--- config.mk ---
export PLATFORM = sky130hd
export DESIGN_NAME = stx_etx_xor_frame_deframer
export DESIGN_NICKNAME = d
export VERILOG_FILES = /design/src/rtl/stxdf_pkg.sv /design/src/rtl/stx_etx_xor_frame_deframer.sv
export SDC_FILE = /design/constraint.sdc
export NUM_CORES = 1
export LEC_CHECK = 0
export BUFFER_PORTS_ARGS = -buffer_cell sky130_fd_sc_hd__buf_2
export CAP_MARGIN = 40
export CORE_UTILIZATION = 54
export DETAILED_ROUTE_END_ITERATION = 7
export PLACE_DENSITY = 0.74
export SLEW_MARGIN = 20
export SYNTH_ARGS = -nofsm -noshare
export SYNTH_HDL_FRONTEND = slang
export SYNTH_SLANG_ARGS = --single-unit
--- constraint.sdc ---
create_clock -name aclk -period 4.44 [get_ports aclk]
set_input_delay 0.888 -clock aclk [delete_from_list [all_inputs] [get_ports aclk]]
set_output_delay 0.888 -clock aclk [all_outputs]
set_load 0.05 [all_outputs]
--- src/rtl/stxdf_pkg.sv ---
// ----------------------------------------------------------------------------
// stxdf_pkg: shared types and constants of the STX/ETX frame deframer.
// Holds the framing bytes, the status codes, the phase encoding and the
// result record.
// ----------------------------------------------------------------------------
package stxdf_pkg;

    localparam logic [7:0]  START_BYTE     = 8'h02;
    localparam logic [7:0]  END_BYTE       = 8'h03;
    localparam logic [15:0] LIMIT_AT_RESET = 16'd1300;

    // Status reported on the end-of-frame record.
    typedef enum logic [1:0] {
        ST_OK       = 2'd0,
        ST_FORMAT   = 2'd1,
        ST_CHECKSUM = 2'd2
    } frame_status_t;

    // Position within a frame, one-hot.
    typedef enum logic [7:0] {
        PH_IDLE     = 8'b0000_0001,
        PH_LEN_HI   = 8'b0000_0010,
        PH_LEN_LO   = 8'b0000_0100,
        PH_PAYLOAD  = 8'b0000_1000,
        PH_CHECK    = 8'b0001_0000,
        PH_END      = 8'b0010_0000,
        PH_SKIP     = 8'b0100_0000,
        PH_SKIP_END = 8'b1000_0000
    } phase_t;

    // One result record: a payload byte or a frame report.
    typedef struct packed {
        logic [7:0]    out_byte;
        logic          is_payload;
        frame_status_t frame_status;
        logic [15:0]   payload_length;
    } result_t;

endpackage

--- src/rtl/stx_etx_xor_frame_deframer.sv ---
// ----------------------------------------------------------------------------
// stx_etx_xor_frame_deframer: byte-serial STX/length/ETX deframer, XOR check.
// Each result is registered in the queue. Throughput: one byte per cycle
// while the skid register is free; the parser state machine and a two-entry
// result queue (output register plus skid register) set this figure.
// Reset: aresetn is synchronous, active low; the parser returns to idle, the
// queue empties and the length limit returns to 1300.
// ----------------------------------------------------------------------------
module stx_etx_xor_frame_deframer (
    input  logic        aclk,
    input  logic        aresetn,
    // Configuration: largest accepted payload length.
    input  logic        cfg_we,
    input  logic [15:0] cfg_wdata,
    // Received byte stream.
    input  logic        s_valid,
    output logic        s_ready,
    input  logic [7:0]  s_rx_byte,
    // Result stream.
    output logic        m_valid,
    input  logic        m_ready,
    output logic [7:0]  m_out_byte,
    output logic        m_is_payload,
    output logic [1:0]  m_frame_status,
    output logic [15:0] m_payload_length
);

    // ------------------------------------------------------------------------
    // Parser state. The phase register tracks the position within a frame;
    // the remaining registers hold what the frame has told us so far.
    // ------------------------------------------------------------------------
    stxdf_pkg::phase_t phase_reg, phase_next;
    logic [7:0]  length_high_reg, length_high_next;
    logic [15:0] frame_length_reg, frame_length_next;
    logic [15:0] bytes_remaining_reg, bytes_remaining_next;
    logic [7:0]  running_xor_reg, running_xor_next;
    logic        checksum_ok_reg, checksum_ok_next;
    logic [15:0] max_len_reg;

    // Result queue: the head is what m_* shows, the skid entry catches one
    // more result so that a request can be taken while the head is stalled.
    stxdf_pkg::result_t head_reg, head_next;
    stxdf_pkg::result_t skid_reg, skid_next;
    logic               head_valid_reg, head_valid_next;
    logic               skid_valid_reg, skid_valid_next;

    logic               in_fire;
    logic               out_fire;
    logic               has_result;
    stxdf_pkg::result_t result;
    logic [15:0]        decoded_length;

    // A request is taken whenever the skid entry is free, so the input side
    // never waits on the output side unless two results are already queued.
    assign s_ready  = ~skid_valid_reg;
    assign in_fire  = s_valid & s_ready;
    assign out_fire = head_valid_reg & m_ready;

    assign decoded_length = {length_high_reg, s_rx_byte};

    // ------------------------------------------------------------------------
    // Frame parser: one byte per pass, at most one result per byte.
    // ------------------------------------------------------------------------
    always_comb begin
        phase_next           = phase_reg;
        length_high_next     = length_high_reg;
        frame_length_next    = frame_length_reg;
        bytes_remaining_next = bytes_remaining_reg;
        running_xor_next     = running_xor_reg;
        checksum_ok_next     = checksum_ok_reg;
        has_result           = 1'b0;
        result               = '{out_byte: 8'd0, is_payload: 1'b0,
                                 frame_status: stxdf_pkg::ST_OK,
                                 payload_length: 16'd0};

        case (phase_reg)
            stxdf_pkg::PH_IDLE: begin
                // Anything but the start byte is reported straight away as a
                // format error with no length, and we stay idle.
                if (s_rx_byte == stxdf_pkg::START_BYTE) begin
                    phase_next = stxdf_pkg::PH_LEN_HI;
                end else begin
                    has_result          = 1'b1;
                    result.frame_status = stxdf_pkg::ST_FORMAT;
                end
            end
            stxdf_pkg::PH_LEN_HI: begin
                length_high_next = s_rx_byte;
                phase_next       = stxdf_pkg::PH_LEN_LO;
            end
            stxdf_pkg::PH_LEN_LO: begin
                // The limit is sampled here, so a write takes effect at the
                // next length compare, whichever frame that belongs to.
                frame_length_next    = decoded_length;
                bytes_remaining_next = decoded_length;
                running_xor_next     = 8'd0;
                checksum_ok_next     = 1'b0;
                if (decoded_length > max_len_reg) begin
                    phase_next = stxdf_pkg::PH_SKIP;
                end else if (decoded_length == 16'd0) begin
                    phase_next = stxdf_pkg::PH_CHECK;
                end else begin
                    phase_next = stxdf_pkg::PH_PAYLOAD;
                end
            end
            stxdf_pkg::PH_PAYLOAD: begin
                running_xor_next     = running_xor_reg ^ s_rx_byte;
                bytes_remaining_next = bytes_remaining_reg - 16'd1;
                if (bytes_remaining_reg == 16'd1) begin
                    phase_next = stxdf_pkg::PH_CHECK;
                end
                has_result        = 1'b1;
                result.out_byte   = s_rx_byte;
                result.is_payload = 1'b1;
            end
            stxdf_pkg::PH_CHECK: begin
                checksum_ok_next = (s_rx_byte == running_xor_reg);
                phase_next       = stxdf_pkg::PH_END;
            end
            stxdf_pkg::PH_END: begin
                // The end byte is checked before the checksum.
                phase_next            = stxdf_pkg::PH_IDLE;
                has_result            = 1'b1;
                result.payload_length = frame_length_reg;
                if (s_rx_byte != stxdf_pkg::END_BYTE) begin
                    result.frame_status = stxdf_pkg::ST_FORMAT;
                end else if (checksum_ok_reg) begin
                    result.frame_status = stxdf_pkg::ST_OK;
                end else begin
                    result.frame_status = stxdf_pkg::ST_CHECKSUM;
                end
            end
            stxdf_pkg::PH_SKIP: begin
                // An over-long frame is counted through: the payload, then
                // the checksum byte, with nothing passed out.
                if (bytes_remaining_reg != 16'd0) begin
                    bytes_remaining_next = bytes_remaining_reg - 16'd1;
                end else begin
                    phase_next = stxdf_pkg::PH_SKIP_END;
                end
            end
            stxdf_pkg::PH_SKIP_END: begin
                // Whatever stands at the end position closes the over-long
                // frame with a format error.
                phase_next            = stxdf_pkg::PH_IDLE;
                has_result            = 1'b1;
                result.frame_status   = stxdf_pkg::ST_FORMAT;
                result.payload_length = frame_length_reg;
            end
            default: begin
                phase_next = stxdf_pkg::PH_IDLE;
            end
        endcase
    end

    // ------------------------------------------------------------------------
    // Result queue update.
    // ------------------------------------------------------------------------
    always_comb begin
        head_next       = head_reg;
        skid_next       = skid_reg;
        head_valid_next = head_valid_reg;
        skid_valid_next = skid_valid_reg;

        if (out_fire) begin
            if (skid_valid_reg) begin
                head_next       = skid_reg;
                skid_valid_next = in_fire & has_result;
                skid_next       = result;
            end else begin
                head_valid_next = in_fire & has_result;
                head_next       = result;
            end
        end else if (in_fire && has_result) begin
            if (head_valid_reg) begin
                skid_valid_next = 1'b1;
                skid_next       = result;
            end else begin
                head_valid_next = 1'b1;
                head_next       = result;
            end
        end
    end

    always_ff @(posedge aclk) begin
        if (!aresetn) begin
            phase_reg           <= stxdf_pkg::PH_IDLE;
            length_high_reg     <= 8'd0;
            frame_length_reg    <= 16'd0;
            bytes_remaining_reg <= 16'd0;
            running_xor_reg     <= 8'd0;
            checksum_ok_reg     <= 1'b0;
            max_len_reg         <= stxdf_pkg::LIMIT_AT_RESET;
            head_valid_reg      <= 1'b0;
            skid_valid_reg      <= 1'b0;
        end else begin
            if (in_fire) begin
                phase_reg           <= phase_next;
                length_high_reg     <= length_high_next;
                frame_length_reg    <= frame_length_next;
                bytes_remaining_reg <= bytes_remaining_next;
                running_xor_reg     <= running_xor_next;
                checksum_ok_reg     <= checksum_ok_next;
            end
            if (cfg_we) begin
                max_len_reg <= cfg_wdata;
            end
            head_valid_reg <= head_valid_next;
            skid_valid_reg <= skid_valid_next;
        end
    end

    // Queue payload carries no reset.
    always_ff @(posedge aclk) begin
        head_reg <= head_next;
        skid_reg <= skid_next;
    end

    assign m_valid          = head_valid_reg;
    assign m_out_byte       = head_reg.out_byte;
    assign m_is_payload     = head_reg.is_payload;
    assign m_frame_status   = head_reg.frame_status;
    assign m_payload_length = head_reg.payload_length;

    // ------------------------------------------------------------------------
    // Assertions.
    // ------------------------------------------------------------------------

    // The skid entry is only ever filled behind a valid head.
    a_skid_behind_head: assert property (@(posedge aclk) disable iff (!aresetn)
        skid_valid_reg |-> head_valid_reg)
        else $error("skid entry valid with an empty head");

    // While payload is being passed out, at least one payload byte is due.
    a_payload_count: assert property (@(posedge aclk) disable iff (!aresetn)
        (phase_reg == stxdf_pkg::PH_PAYLOAD) |-> (bytes_remaining_reg != 16'd0))
        else $error("payload phase with no bytes remaining");

    // A payload record carries neither a status nor a length.
    a_payload_clean: assert property (@(posedge aclk) disable iff (!aresetn)
        (m_valid && m_is_payload) |->
            (m_frame_status == stxdf_pkg::ST_OK && m_payload_length == 16'd0))
        else $error("payload record with report fields set");

    // An accepted byte in the end position always yields a report.
    a_end_reports: assert property (@(posedge aclk) disable iff (!aresetn)
        (in_fire && (phase_reg == stxdf_pkg::PH_END
                     || phase_reg == stxdf_pkg::PH_SKIP_END)) |=> m_valid)
        else $error("end of frame gave no report");

endmodule

After elaboration in Yosys (flattened, before gate mapping). Index checks and enable logic that the tools add are counted.

Register bits: 129. Input port bits: 29. Word-level logic and storage cells: 96.

Add/subtract/negate cells: 1. $lt $le $gt $ge: 1. Eq/ne operators: 19. Muxes and demuxes: 33. Bitwise operators: 5. Reductions and logical operators: 20.

Operator list (count): two-way mux 27 bit (8); one-hot mux 16 bit (3 select lines) (1); one-hot mux 8 bit (6 select lines) (1); two-way mux 16 bit (2); two-way mux 8 bit (3); equality test 16 x 1 -> 1 bit (second input constant) (1); equality test 8 x 2 -> 1 bit (second input constant) (2); > comparator 16 bit (1); zero test 16 bit (1); one-hot mux 8 bit (2 select lines) (1); nonzero test 16 bit (1); subtractor 16 x 1 -> 16 bit (second input constant) (1); AND reduction 2 bit (7); inequality test 2 bit (second input constant) (6); two-way mux 1 bit (9); two-way mux 9 bit (1); equality test 8 x 1 -> 1 bit (second input constant) (1); equality test 8 x 3 -> 1 bit (second input constant) (1); equality test 8 x 4 -> 1 bit (second input constant) (1); equality test 8 x 5 -> 1 bit (second input constant) (1); equality test 8 x 6 -> 1 bit (second input constant) (1); equality test 8 x 7 -> 1 bit (second input constant) (1); equality test 8 bit (1); equality test 8 bit (second input constant) (1); 17 further kinds (25).

Logic depth before layout (Yosys ltp).
Word-level depth: 6. Depth in mapped cells: 9. Depth with buffers taken out: 8.

Least setup slack after synthesis. OpenSTA, ideal clock, no wires.

Path kind: flip-flop to flip-flop. Start point: register phase_reg[1]. End point: register head_reg, in the netlist m_frame_status[0] (enable). Data arrival time: 3680 ps. Required time: 3991 ps. Path slack: 312 ps. Cell stages (with the launch flop): 6. Cell sequence: dfxtp_1 > or4_1 > nor4_1 > and2_1 > o31ai_1 > o21ai_0.

Cells in the longest elaborated chain, start to end: 6. Elaborated cells on any way between the ends: 9. Those cells by class: eq/ne: 4; mux: 1; reduce/logical: 4.

Ends and longest elaborated chain: start, declared (RTL line stx_etx_xor_frame_deframer.sv:32) `stxdf_pkg::phase_t phase_reg, phase_next;`; start signal, assigned (RTL line stx_etx_xor_frame_deframer.sv:187) `phase_reg <= stxdf_pkg::PH_IDLE;`; start signal, assigned (RTL line stx_etx_xor_frame_deframer.sv:198) `phase_reg <= phase_next;`; equality test 8 bit, or another cell as far along (RTL line stx_etx_xor_frame_deframer.sv:76) `case (phase_reg)`; OR reduction 3 bit (no line); one-hot mux 1 bit (2 select lines) (*) (RTL line stx_etx_xor_frame_deframer.sv:76); logical AND 1 bit (*) (RTL line stx_etx_xor_frame_deframer.sv:174) `end else if (in_fire && has_result) begin`; nonzero test 2 bit (no line) (*); AND reduction 2 bit (no line) (*); end signal, assigned (RTL line stx_etx_xor_frame_deframer.sv:215) `head_reg <= head_next;`; end, declared (RTL line stx_etx_xor_frame_deframer.sv:42) `stxdf_pkg::result_t head_reg, head_next;`.

Every way passes the cells marked *; elsewhere a longest branch is shown, timed or not. A chain may end at the register's enable or synchronous reset.

Worst setup path in the final report.
Start point: register phase_reg[1]. End point: register skid_reg[12] (netlist name) (enable).

Cells in the longest elaborated chain, start to end: 6. Elaborated cells on any way between the ends: 9. Those cells by class: eq/ne: 4; mux: 1; reduce/logical: 4.

Ends and longest elaborated chain: equality test 8 bit, or another cell as far along (RTL line stx_etx_xor_frame_deframer.sv:76); OR reduction 3 bit (no line); one-hot mux 1 bit (2 select lines) (*) (RTL line stx_etx_xor_frame_deframer.sv:76); logical AND 1 bit (*) (RTL line stx_etx_xor_frame_deframer.sv:174); nonzero test 2 bit (no line) (*); AND reduction 3 bit (no line) (*); end signal, assigned (RTL line stx_etx_xor_frame_deframer.sv:216) `skid_reg <= skid_next;`; end, declared (RTL line stx_etx_xor_frame_deframer.sv:43) `stxdf_pkg::result_t skid_reg, skid_next;`.

Marked as above.

==> key figures <==
Place
  • Worst slack, placed: approximately 0.99 ns
  • Placed Area: 6560 um^2
  • GP Congestion: 0.903
  • Placed Cells: 796
  • Port Buffer Count: 57
  • Hpwl dp: ~9000 um

Clock tree
  • CTS tree: yes
  • CTS Hold Bufs: 0
  • Postcts setup bufs: 0
  • Clock slew at reported path FFs: 0.06 ns
  • Inserted Clock Buffers: 17
  • Worst-Skew Late Latency: roughly 0.42 ns
  • Maximum buffer depth of the clock tree: 2
  • Num Clock Sinks: approximately 130
  • H-tree level count: 4
  • # resized after CTS: 0
  • Clock root cell: clkbuf_16

STA
  • Worst setup slack after layout: 1.31 ns
  • Fmax: between 300 and 400 MHz
  • RSZ-0062 raised after global routing: no
  • Clock Skew: around 0.008 ns
  • Final critical-path required period: between 3 and 4 ns
  • Total Neg Setup Slack: 0 ns
  • Hold Vio Cnt, Final: 0
  • Final Slew Violations: 0
  • Final setup fails: 0
  • Measured slew at the worst slew-check pin: around 0.83 ns
  • WHS: approximately 0.45 ns
  • Period utilization: between 70 and 80%
  • Slew margin rel.: 44.9%

Worst setup path
  • R2R cell count: 7
  • Worst setup EP type: register
  • Crit path DAT: approximately 3.3 ns
  • Worst-path maximum fanout: 20
  • Crit Path Class: register to register
  • Max stage delay on crit path: between 0.5 and 0.6 ns
  • Startpoint types: register
  • Req. time, crit path: between 4 and 5 ns
  • CP max stage cell: or4_1
  • Crit path cell chain: or4_1 > or3_1 > clkinv_1 > o31ai_1 > o21ai_1 > and2_1 > buf_16

Routing
  • Highest Signal Layer: met4
  • M1 WL: between 5000 and 6000 um
  • WL final: around 14000 um
  • Metal2 WL: ~6700 um
  • Routed Antenna Nets: 0
  • DRT Pass-1 Iters: 5
  • Avg Vias per Cell: around 5.9
  • Via count of the routed design: between 4000 and 5000
  • Post-route DRC: 0
  • 1st-iter DRT viols: roughly 350
  • Metal3 WL: a little under 800 um
  • Routed len/inst: 16.6 um

Min path
  • Worst Hold Class: register to register
  • Worst Hold Depth: 2

Floorplanning
  • Die height: roughly 110 um
  • Io pins: between 50 and 60
  • Core area: 10900 um^2
  • Num rows: 38
  • Die Wd: between 100 and 150 um
  • Starting Density: ~56%
  • Die Footprint: 11800 um^2

Final layout
  • Non-filler cells, final: 828
  • Area delta synth->final: 16.8%
  • Share of layout cells above drive strength 1: about a fifth
  • Largest register FFs: 27
  • Finished Core Util: around two thirds
  • Diode count: 0
  • Final #Nets: 722
  • Final Instance Area: a little over 7000 um^2

Synthesis
  • Area leader, netlist: edfxtp_1
  • Syn Std Cell Area: slightly above 6000 um^2
  • Synth Flop Type: dfxtp_1
  • Ys async rst share: 0%
  • Synthesis-stage register bit count: 129
  • Synth Instances: between 600 and 700
  • Post-synth top area share: roughly a quarter
  • Yosys warns: 0
  • Number of synthesized flops with an enable pin: 54
  • Largest cells by area after synthesis: edfxtp_1, dfxtp_1, mux2_2, a21oi_1, nand2_1
  • Sequential area share after synthesis: roughly half
  • Top cells by count, synth: dfxtp_1, nand2_1, nor2_1
  • Most common cell in the netlist: dfxtp_1
  • Distinct cells, synth: 55
  • Mean area per synthesized cell: approximately 9.8 um^2
  • Post-Syn Nets: slightly below 700

Global route
  • Overall routing resource usage: 25.1%
  • GRT overflow: 0
  • Largest net degree at the start of global routing: just under 60
  • Vias in the first global route: roughly 4600
  • Initial antenna violation count: 0
  • Global-route wire length before repair: 22400 um

Outcome
  • Status: complete, no violations

Run
  • MaxCap Viol Count: 0

Power
  • Static leakage: 2.87 nW
  • Max IR drop VDD: 0.481 mV
  • Power per cell area: about 550 nW/um^2
  • Post-layout power: 3.95 mW
==> metal layers <==
layer	vias to the layer above	global-route usage, %
li1	2341	-
met1	2310	31.4
met2	175	41.5
met3	30	6.87
met4	0	8.59
met5	-	0
==> cells by family (layout without fill, tap and decap cells) <==
| logic type | Yosys count | after routing | share of synthesized area (%) |
|---|---|---|---|
| AND/OR/NAND/NOR | 234 | 234 | 18.8 |
| flip-flops | 129 | 129 | 50.9 |
| XOR/XNOR | 8 | 8 | 1.14 |
| buffers and inverters | 65 | 127 | 4.18 |
| AO/OA/AOI/OAI | 123 | 123 | 12.8 |
| adder cells (fa/ha/maj) | 18 | 18 | 3.67 |
| multiplexers | 49 | 49 | 8.52 |
==> power by group <==
group	internal [mW]	leakage [nW]	switching, mW	total (mW)
registers	1.45	1.14	0.0619	1.52
logic	0.242	1.44	0.773	1.02
clock network	0.891	0.295	0.531	1.42
total	2.59	2.87	1.37	3.95
==> worst paths after layout <==
kind	startpoint	endpoint	slack [ns]
worst max-delay path	phase_reg[1]	skid_reg[12]	1.31
worst min-delay path	frame_length_reg[0]	frame_length_reg[0]	0.45
worst max register to register	phase_reg[1]	skid_reg[12]	1.31
worst min register to register	frame_length_reg[0]	frame_length_reg[0]	0.45
==> layout make-up <==
cell class	instances	area (um^2)
fill	864	3770
sequential	129	3120
tap	140	175
timing repair buffer	65	385
clock inverter	14	181
inverter	30	113
clock buffer	18	429
multi-input combinational	432	2760
==> placed cells by master, fill, tap and decap left out, types with 2 or more instances in the layout <==
cell type and n:
dfxtp_1 75, nand2_1 68, nor2_1 57, buf_2 57, edfxtp_1 54, a21oi_1 53
inv_1 28, and2_1 26, mux2_2 26, mux2i_1 23, nand3_1 18, ha_1 18
clkbuf_16 17, nor4_1 16, o21ai_0 14, nor3_1 12, o211ai_1 11, o31ai_1 9
a22oi_1 7, nand2b_1 6, nand4_1 6, clkinv_4 6, buf_4 6, or3_1 5
nor2b_1 5, o21ai_1 5, o32ai_1 5, xnor2_1 5, nor3b_1 4, a21o_1 4
xor2_1 3, inv_6 3, bufinv_16 3, or2_2 2, clkinv_1 2, o21ai_2 2
buf_16 2
==> critical path: cells and delay by family, from the launching register on <==
kind | cells | cell delay (ns)
and+or+nand+nor | 3 | 1.51
buffers and inverters | 2 | 0.58
AOI/OAI and AO/OA | 2 | 0.39
DFF | 1 | 0.35
Power figures use the tool's default switching activity.
